`src/rtl/gpfa_pkg.sv`:
```
// Shared types and constants for the pairwise gravity force accumulator.
package gpfa_pkg;

  localparam int DEFAULT_PARTICLE_COUNT = 1024;
  localparam logic [31:0] GRAV_RESET = 32'h0100_0000;

  // Command codes
  localparam logic CMD_INTERACT = 1'b0;
  localparam logic CMD_CLEAR    = 1'b1;

  // Stream widths
  localparam int IN_TDATA_W  = 280;
  localparam int OUT_TDATA_W = 160;
  localparam int INDEX_W     = 10;
  localparam int FORCE_W     = 48;

  // Iterative unit lengths
  localparam int SQRT_STEPS = 35;
  localparam int DIV_STEPS  = 47;

  localparam logic [46:0] MAG_MAX = {47{1'b1}};
  localparam logic signed [47:0] FORCE_MAX = 48'sh7FFF_FFFF_FFFF;
  localparam logic signed [47:0] FORCE_MIN = 48'sh8000_0000_0000;

  // Classified request handed from front to back
  typedef struct packed {
    logic                clear;
    logic                skip;
    logic [INDEX_W-1:0]  i1;
    logic [INDEX_W-1:0]  i2;
    logic [2:0][32:0]    mag;
    logic [2:0]          pos;
    logic [31:0]         grav;
    logic [31:0]         m1;
    logic [31:0]         m2;
  } job_t;

  typedef struct packed {
    logic valid;
    job_t job;
  } job_req_t;

endpackage

```
`src/rtl/gpfa_queue.sv`:
```
// Two-entry request queue between front and back.
module gpfa_queue (
  input  logic                clk,
  input  logic                rst,
  input  gpfa_pkg::job_req_t  push,
  input  logic                pop,
  output logic                full,
  output gpfa_pkg::job_req_t  head
);
  import gpfa_pkg::*;

  job_t       entry [2];
  logic       wr_ptr;
  logic       rd_ptr;
  logic [1:0] count;

  assign full       = (count == 2'd2);
  assign head.valid = (count != 2'd0);
  assign head.job   = entry[rd_ptr];

  // storage
  always_ff @(posedge clk) begin
    if (push.valid) begin
      entry[wr_ptr] <= push.job;
    end
  end

  // pointers
  always_ff @(posedge clk) begin
    if (rst) begin
      wr_ptr <= 1'b0;
      rd_ptr <= 1'b0;
      count  <= 2'd0;
    end else begin
      if (push.valid) wr_ptr <= !wr_ptr;
      if (pop) rd_ptr <= !rd_ptr;
      case ({push.valid, pop})
        2'b10:   count <= count + 2'd1;
        2'b01:   count <= count - 2'd1;
        default: count <= count;
      endcase
    end
  end

endmodule

```
`config.mk`:
```
export PLATFORM = sky130hd
export DESIGN_NAME = gpfa_queue
export DESIGN_NICKNAME = d
export VERILOG_FILES = /design/src/rtl/gpfa_pkg.sv /design/src/rtl/gpfa_queue.sv
export SDC_FILE = /design/constraint.sdc
export NUM_CORES = 1
export LEC_CHECK = 0
export ABC_AREA = 1
export BUFFER_PORTS_ARGS = -buffer_cell sky130_fd_sc_hd__buf_4
export CAP_MARGIN = 20
export CORE_MARGIN = 4
export CORE_UTILIZATION = 45
export DETAILED_ROUTE_END_ITERATION = 8
export HOLD_SLACK_MARGIN = 0.15
export PLACE_DENSITY_LB_ADDON = 0.2
export SLEW_MARGIN = 20
export SYNTH_ARGS = -nofsm -noshare
export SYNTH_HDL_FRONTEND = slang
export SYNTH_SLANG_ARGS = --single-unit
```
`constraint.sdc`:
```
create_clock -name clk -period 21.9 [get_ports clk]
set_clock_uncertainty 0.15 [all_clocks]
set_input_delay 2.19 -clock clk [delete_from_list [all_inputs] [get_ports clk]]
set_output_delay 2.19 -clock clk [all_outputs]
set_load 0.02 [all_outputs]
```
==> impl_results.md <==
- PwrDens: 91.5 mW/mm^2
- Total GRT Usage: 16.9%
- Syn nets: 942
- Via density: 4.95
- Initial Util: 45.6%
- Worst Path Max Fanout: 77
- Clk buf depth: 3
- Final setup fails: 0
- Net count, final: 1,417
- Clock network power share: 35.1%
- Area grow syn2layout: 31.0%
- Num CTS Buffers: 45
- Fin crit share: 25.4%
- Multi-input gate area: 0.00258 sq mm
- GPL Wtd Cong: 0.739
- Clock transition at path regs: 0.06 ns
- Int Power: 1.49 mW
- First-pass GRT wire length: 50,800 um
- Antenna violations before repair: 0
- Worst reg2reg endpoint: entry[0][1]$_DFFE_PP_
- Status: finished, final reports clean
- Fin area: 0.0212 sq mm
- DRC Markers: 0
- Crit. End Element: primary output
- Core footprint: 0.0355 sq mm
- Distinct cells, synth: 14
- Element type at the critical path start: flip-flop
- Setup Total Neg Slack: 0 ns
- TritonCTS Sinks: 445
- Critical R2R Launch: wr_ptr$_SDFFE_PP0P_
- WHS Path Cells: 2
- Die area: 0.0390 sq mm
- Skew-Pair Late Insertion Delay: 0.54 ns
- Routed WL per cell: 20.8 um
- Worst R2R Path Depth: 3
- Power share of the sequential group: 51.7%
- Diode count: 0
- Worst slew margin: 28.2%
- Cells after Synth: 717
- DP HPWL: 23,200 um
- Sequential area share after synthesis: 82.3%
- RSZ-0062 raised after global routing: false
- Hold Path End: count[1]$_SDFFE_PP0P_
- #FFs+latches synth: 445
- Pleak: 7.88 nW
- Area of the mapped netlist: 0.0162 sq mm
- Placement Cell Area: 0.0199 sq mm
- Switching share of power: 22.9%
- Number of port buffers: 445
- Highest Clock Rate: 0.180 GHz
- IO Pins: 446
- Sequential Area: 0.0133 sq mm
- Fraction of synthesized cell area taken by the top area cell type: 81.7%
- H-tree depth: 2
- Final WL: 35,000 um
- Worst slew pin tran: 1.08 ns
- Most common cell after layout, fill and taps aside: buf_4
- Mean Syn Cell Area: 22.6 sq um
- Root buffer cell: clkbuf_16
- Initial detailed-routing violation count: 461
- NetSw: 0.445 mW
- DR pass1 iterations: 6
- Area leader, netlist: edfxtp_1
- Maximum VDD drop: 0.0678 mV
- FILL cells: 2,699
- Required @ worst endpoint: 19.56 ns
- Die width: 198 um
- CTS resizes: 0
- Worst hold start: count[1]$_SDFFE_PP0P_
- Synth warn: 0
- Max Cap Viol: 0
- Tmin final: 5.56 ns
- Post-route ant nets: 0
- Largest net degree at the start of global routing: 90
- Vias in the first global route: 8,877
- Worst Hold Class: flip-flop to flip-flop
- CTS tree: built
- Total grt overflow: 0
- Hold-fix buffers, CTS: 0
- Share of cells above drive strength 1: 60.0%
- Final Hold Vio Count: 0
- Setup bufs post-CTS: 0
- Synth area leaders: edfxtp_1, mux2_2, buf_6, dfxtp_1, nor2_1
- Routed vias: 8,316
- Die H: 198 um
- Logic gate share of total power: 13.2%
- CP Class: flip-flop to primary output
- R2r setup slk: 18.74 ns
- Rows: 69
- Hold Slack: 0.351 ns
- Worst path arrival time: 3.22 ns
- Commonest cells after routing, fill and taps aside: buf_4, edfxtp_1, mux2_2
- Pins Over Slew Limit: 0
-- synthesized netlist by cell type --
cell / instances
o21ai_0: 1
a21oi_1: 1
buf_6: 22
dfxtp_1: 5
edfxtp_1: 440
buf_2: 2
mux2_2: 220
nor2_1: 9
nand2_1: 6
ha_1: 1
inv_1: 7
nor3_1: 1
xnor2_1: 1
nand4_1: 1
-- sequential cells by signal (all words and copies together), names as in the netlist, named ones only --
signal  flops
entry     440
count       2
rd_ptr      1
wr_ptr      1
-- how the worst max path moves through the flow --
stage | from | depth (start not counted) | end
after floorplan | push[220] | 2 | entry[0][0]$_DFFE_PP_
after global placement | push[220] | 5 | entry[0][122]$_DFFE_PP_
after detailed placement | push[220] | 5 | entry[0][207]$_DFFE_PP_
after CTS | flip-flop | 3 | head[132]
after global routing | flip-flop | 3 | head[37]
final | flip-flop | 3 | head[132]
-- power groups by stage --
stage	Combinational (mW)	Sequential [mW]	Clock, mW
finish	0.256	1.00	0.680
global route	0.271	1.01	0.738
CTS	0.261	1.00	0.699
detailed placement	0.259	1.02	0
global placement	0.258	1.02	0
floorplan	0.146	1.02	0
-- per-layer routing --
layer | GRT usage, % | wire length [um] | up-vias
li1 | - | - | 3794
met1 | 19.5 | 12700 | 4149
met2 | 29.8 | 18300 | 306
met3 | 5.48 | 3010 | 67
met4 | 6.02 | 1020 | 0
met5 | 0 | 0 | -
-- area by class of cell --
cell class	count	share of cell area, %
inverter	7	0.159
timing repair buffer	452	16.0
clock buffer	53	5.46
clock inverter	21	0.573
tap	461	2.72
sequential	445	62.9
multi-input combinational	241	12.2
-- stage by stage --
step | cells | setup slack, ns | utilization (%) | power (mW)
floorplan | 717 | 9.48 | - | 1.17
detailed placement | 1606 | 16.71 | 56.1 | 1.28
CTS | 1680 | 16.25 | 59.7 | 1.96
global route | 1680 | 16.17 | 59.7 | 2.02
finish | 1680 | 16.34 | 59.7 | 1.94
global placement | 1606 | 16.66 | 56.1 | 1.28
-- worst max-delay path: stages, from the launching register on --
cell     delay (ns)
dfxtp_4        1.04
buf_4          0.94
mux2_2         0.43
buf_4          0.16
-- kinds of logic after synthesis --
kind of cell	share of synthesized area (%)
buffers and inverters	1.76
adders and majority gates	0.0774
muxes	15.3
AOI/OAI and AO/OA	0.0618
and+or+nand+nor	0.418
xor gates and xnor gates	0.0542
DFF	82.3
(Power assumes the default switching activity.)
