$ cat config.mk
export PLATFORM = sky130hd
export DESIGN_NAME = gpfa_front
export DESIGN_NICKNAME = d
export VERILOG_FILES = /design/src/rtl/gpfa_pkg.sv /design/src/rtl/gpfa_front.sv
export SDC_FILE = /design/constraint.sdc
export NUM_CORES = 1
export LEC_CHECK = 0
export BUFFER_PORTS_ARGS = -buffer_cell sky130_fd_sc_hd__buf_2
export CELL_PAD_IN_SITES_DETAIL_PLACEMENT = 1
export CELL_PAD_IN_SITES_GLOBAL_PLACEMENT = 1
export CORE_AREA = 3 3 207 209
export CTS_CLUSTER_SIZE = 40
export DETAILED_ROUTE_END_ITERATION = 16
export DIE_AREA = 0 0 210 212
export PLACE_DENSITY = 0.79
export SLEW_MARGIN = 25
export SYNTH_ARGS = -nofsm -noshare
export SYNTH_HDL_FRONTEND = slang
export SYNTH_SLANG_ARGS = --single-unit
$ cat constraint.sdc
create_clock -name clk -period 6.9 [get_ports clk]
set_input_delay 1.38 -clock clk [delete_from_list [all_inputs] [get_ports clk]]
set_output_delay 1.38 -clock clk [all_outputs]
set_load 0.05 [all_outputs]
$ cat src/rtl/gpfa_pkg.sv
// Shared types and constants for the pairwise gravity force accumulator.
package gpfa_pkg;

  localparam int DEFAULT_PARTICLE_COUNT = 1024;
  localparam logic [31:0] GRAV_RESET = 32'h0100_0000;

  // Command codes
  localparam logic CMD_INTERACT = 1'b0;
  localparam logic CMD_CLEAR    = 1'b1;

  // Stream widths
  localparam int IN_TDATA_W  = 280;
  localparam int OUT_TDATA_W = 160;
  localparam int INDEX_W     = 10;
  localparam int FORCE_W     = 48;

  // Iterative unit lengths
  localparam int SQRT_STEPS = 35;
  localparam int DIV_STEPS  = 47;

  localparam logic [46:0] MAG_MAX = {47{1'b1}};
  localparam logic signed [47:0] FORCE_MAX = 48'sh7FFF_FFFF_FFFF;
  localparam logic signed [47:0] FORCE_MIN = 48'sh8000_0000_0000;

  // Classified request handed from front to back
  typedef struct packed {
    logic                clear;
    logic                skip;
    logic [INDEX_W-1:0]  i1;
    logic [INDEX_W-1:0]  i2;
    logic [2:0][32:0]    mag;
    logic [2:0]          pos;
    logic [31:0]         grav;
    logic [31:0]         m1;
    logic [31:0]         m2;
  } job_t;

  typedef struct packed {
    logic valid;
    job_t job;
  } job_req_t;

endpackage

$ cat src/rtl/gpfa_front.sv
// Front end: accepts requests, holds the G register, classifies and forms separations.
module gpfa_front (
  input  logic                             clk,
  input  logic                             rst,
  input  logic                             s_axis_tvalid,
  output logic                             s_axis_tready,
  // first_index, second_index, first_x/y/z, second_x/y/z, first_mass, second_mass
  input  logic [gpfa_pkg::IN_TDATA_W-1:0]  s_axis_tdata,
  // command
  input  logic                             s_axis_tuser,
  input  logic                             cfg_we,
  input  logic [31:0]                      cfg_wdata,
  input  logic                             init_done,
  input  logic                             q_full,
  output gpfa_pkg::job_req_t               push
);
  import gpfa_pkg::*;

  logic [31:0] grav_constant;
  logic [2:0][31:0] p1, p2;
  logic [2:0][32:0] sep;
  logic [2:0] nz;
  job_t job;

  // G register
  always_ff @(posedge clk) begin
    if (rst) begin
      grav_constant <= GRAV_RESET;
    end else if (cfg_we) begin
      grav_constant <= cfg_wdata;
    end
  end

  assign s_axis_tready = init_done && !q_full;

  assign p1[0] = s_axis_tdata[51:20];
  assign p1[1] = s_axis_tdata[83:52];
  assign p1[2] = s_axis_tdata[115:84];
  assign p2[0] = s_axis_tdata[147:116];
  assign p2[1] = s_axis_tdata[179:148];
  assign p2[2] = s_axis_tdata[211:180];

  // separation per axis, magnitude and sign
  always_comb begin
    for (int a = 0; a < 3; a++) begin
      sep[a] = {p1[a][31], p1[a]} - {p2[a][31], p2[a]};
      nz[a]  = |sep[a];
      job.mag[a] = sep[a][32] ? (33'd0 - sep[a]) : sep[a];
      job.pos[a] = !sep[a][32] && nz[a];
    end
    job.clear = (s_axis_tuser == CMD_CLEAR);
    job.i1    = s_axis_tdata[9:0];
    job.i2    = s_axis_tdata[19:10];
    job.skip  = (job.i1 == job.i2) || (nz == 3'b000);
    job.grav  = grav_constant;
    job.m1    = s_axis_tdata[243:212];
    job.m2    = s_axis_tdata[275:244];
  end

  assign push.valid = s_axis_tvalid && s_axis_tready;
  assign push.job   = job;

endmodule

==> results.tsv <==
stage	metric	value	unit
cells_and_area	drive_above_1_share	29.9	%
power	power_switching	1.75	mW
floorplan	num_rows	74	
cells_and_area	largest_register_ff_count	32	
routing	ant_nets	0	
sta	rsz0062_at_grt	yes	
clock_network	clk_latency	270	ps
worst_hold_path	hp-start	grav_constant[21]	
grt	grt_max_degree	34	
floorplan	start_util	24.8	%
cells_and_area	top_regs	grav_constant (32)	
clock_network	cts_buffers	5	
critical_path	crit_type	in2out	
critical_path	worstPathArrival	5440	ps
sta	fin_crit_sh	98.9	%
placed_design	hpwl	38400	um
cells_and_area	final_common_cell	buf_2	
cells_and_area	largest-register	grav_constant	
critical_path	cp_max_fo	3	
grt	first_global_vias	13160	
yosys	synthCells	1504	
grt	track_usage	18.3	%
sta	layout_min_cycle_time	6820	ps
yosys	synth.net_count	1927	
yosys	yosysUniqueCellTypes	77	
critical_path	reg2regPathDepth	2	
clock_network	cts.hold.buffers_added	0	
clock_network	cts_htree_levels	2	
outcome	status	finished, final reports clean	
routing	vias_per_cell	5.17	
sta	finalSetupTns	0	ps
floorplan	ios	541	
cells_and_area	utilization	32.0	%
power	power.share.switching	61.8	%
clock_network	clockRootBuffer	clkbuf_16	
placed_design	numPortBuffers	406	
worst_hold_path	hold_path.class	reg2reg	
cells_and_area	areaGrowthSynthToFinish	28.9	%
routing	drt_wl_total	43900	um
routing	drt_iter0_markers	551	
critical_path	r2r-start	grav_constant[24]	
sta	finClkSkew	0	ps
sta	finalSetupViolations	0	
yosys	synth_seq_area_share	6.29	%
yosys	synth_top_area_share	12.4	%
floorplan	die_y	212	um
yosys	ys_seq_elements	32	
worst_hold_path	hold_path_depth	2	
clock_network	clk_pin_slew	50	ps
critical_path	cp-end-kind	output port	
sta	hold_viol	0	
placed_design	gp_congestion	0.930	
worst_hold_path	whs_endpoint	grav_constant[21]	
power	pwr-share-comb	84.2	%
critical_path	cp.required	5520	ps
clock_network	clock-sinks	32	
power	pwr-share-seq	7.2	%
run	drv_cap	0	
yosys	synth_top_area_cell	ha_1	
sta	setup_ws	77.8	ps
routing	drc	0	
yosys	synth_ff_type	dfxtp_1	
yosys	synth_area	0.0102	sq mm
sta	slew_headroom	37.8	%
yosys	yosysWarnings	0	
grt	antenna_found_initial	1	
sta	worstMarginPinSlew	933	ps
routing	wl_per_cell	18.3	um
sta	drv_slew	0	
grt	overflow	0	
power	leakage	6.35	nW
yosys	synthArstFlopShare	0	%
sta	max_freq	0.147	GHz
cells_and_area	nets	2284	
placed_design	dp_worst_setup_slack	-194	ps
critical_path	crit_path_start_kind	primary input	
grt	grt_pass1_wl	67600	um
yosys	syn_area_per_cell	6.77	sq um
critical_path	r2r_end	grav_constant[24]	
floorplan	core-area	0.0410	sq mm
floorplan	die_w	210	um
power	powerDensity	215	mW/mm^2
cells_and_area	mostFrequentLayoutCells	390 x buf_2, 134 x a21oi_1, 133 x nor2_1, 128 x inv_1, 115 x nand2_1	
clock_network	cts_tree	yes	
floorplan	die-area	0.0445	sq mm
power	p_int	1.08	mW
yosys	synth_edf_count	0	
power	max-vdd-ir-drop	0.208	mV
critical_path	rrSetupSlack	6110	ps
routing	firstDrtPassIters	5	
yosys	synth.area.top_cells	ha_1 12%, xnor2_1 9.3%, a21oi_1 6.7%	
clock_network	clk_path_buf_depth	2	
routing	dr_total_vias	12382	
power	p_clk_share	8.6	%
==> worst max-delay path: stages <==
cell and delay (ps):
buf_6 70, inv_4 30, ha_4 150, fa_2 340, or2b_4 290, a21oi_2 160, xor2_1 100, or4_4 540
or3_4 350, or3_4 390, or3_1 300, or4_1 400, or4_4 490, o41ai_4 240, buf_6 200
==> power groups by stage <==
stage | registers (mW) | logic [mW] | clock network, mW
finish | 0.202 | 2.38 | 0.244
global route | 0.203 | 2.52 | 0.259
CTS | 0.202 | 2.35 | 0.249
detailed placement | 0.206 | 2.33 | 0
global placement | 0.205 | 2.30 | 0
floorplan | 0.244 | 1.72 | 0
==> routing by layer <==
metal	vias to the layer above	global-route usage (%)	routed length (um)
li1	5971	-	-
met1	5965	20.9	17700
met2	390	35.7	23100
met3	56	2.57	2260
met4	0	4.37	904
met5	-	0	0
==> how the worst max path moves through the flow <==
stage	slack (ps)	to	from	cells after the start
3_5_place_dp	-190	push[218]	s_axis_tdata[52]	15
5_1_grt	-30	push[218]	s_axis_tdata[132]	17
2_1_floorplan	-180	push[218]	s_axis_tdata[52]	14
4_1_cts	10	push[218]	s_axis_tdata[52]	15
6_report	80	push[218]	s_axis_tdata[52]	15
3_3_place_gp	-140	push[218]	s_axis_tdata[52]	15
==> repair_timing <==
action / CTS / global route
pin swaps: 0 / 4
setup endpoints to repair: 5 / 29
resized for setup: 7 / 42
setup buffers: 0 / 3
hold endpoints to repair: 0 / 0
==> cells by family after synthesis <==
group	after synthesis	share of synthesized area, %
adder cells (fa/ha/maj)	104	13.0
XOR/XNOR	166	14.3
AO/OA/AOI/OAI	422	26.3
AND/OR/NAND/NOR	475	23.4
buffers and inverters	268	13.1
flip-flops	32	6.29
multiplexers	37	3.68
==> stage by stage <==
stage	hold slack (ps)	power (mW)	instance area (sq um)	std cells
6_report	491	2.82	13100	2395
4_1_cts	496	2.80	12900	2391
3_5_place_dp	482	2.54	12800	2383
5_1_grt	513	2.98	13100	2395
2_1_floorplan	733	1.97	10200	1504
3_3_place_gp	469	2.50	12800	2383
==> cell usage after synthesis, types with 20 or more instances <==
| cell | number |
|---|---|
| inv_1 | 129 |
| o31ai_1 | 20 |
| o21ai_0 | 99 |
| nand2_1 | 115 |
| a21oi_1 | 137 |
| nor3_1 | 32 |
| buf_4 | 85 |
| a21o_1 | 27 |
| xor2_1 | 58 |
| nand3_1 | 29 |
| dfxtp_1 | 32 |
| nand4_1 | 28 |
| xnor2_1 | 108 |
| ha_1 | 101 |
| clkbuf_1 | 51 |
| nor2_1 | 134 |
| mux2i_1 | 34 |
==> area by class of cell <==
type	instances	area [sq um]
clock buffer	6	129
tap	532	666
antenna	1	2.50
inverter	129	487
timing repair buffer	489	2780
clock inverter	2	35.0
fill	5316	27900
sequential	32	641
multi-input combinational	1204	8390
Note: power is estimated with default switching activity, not from simulation.
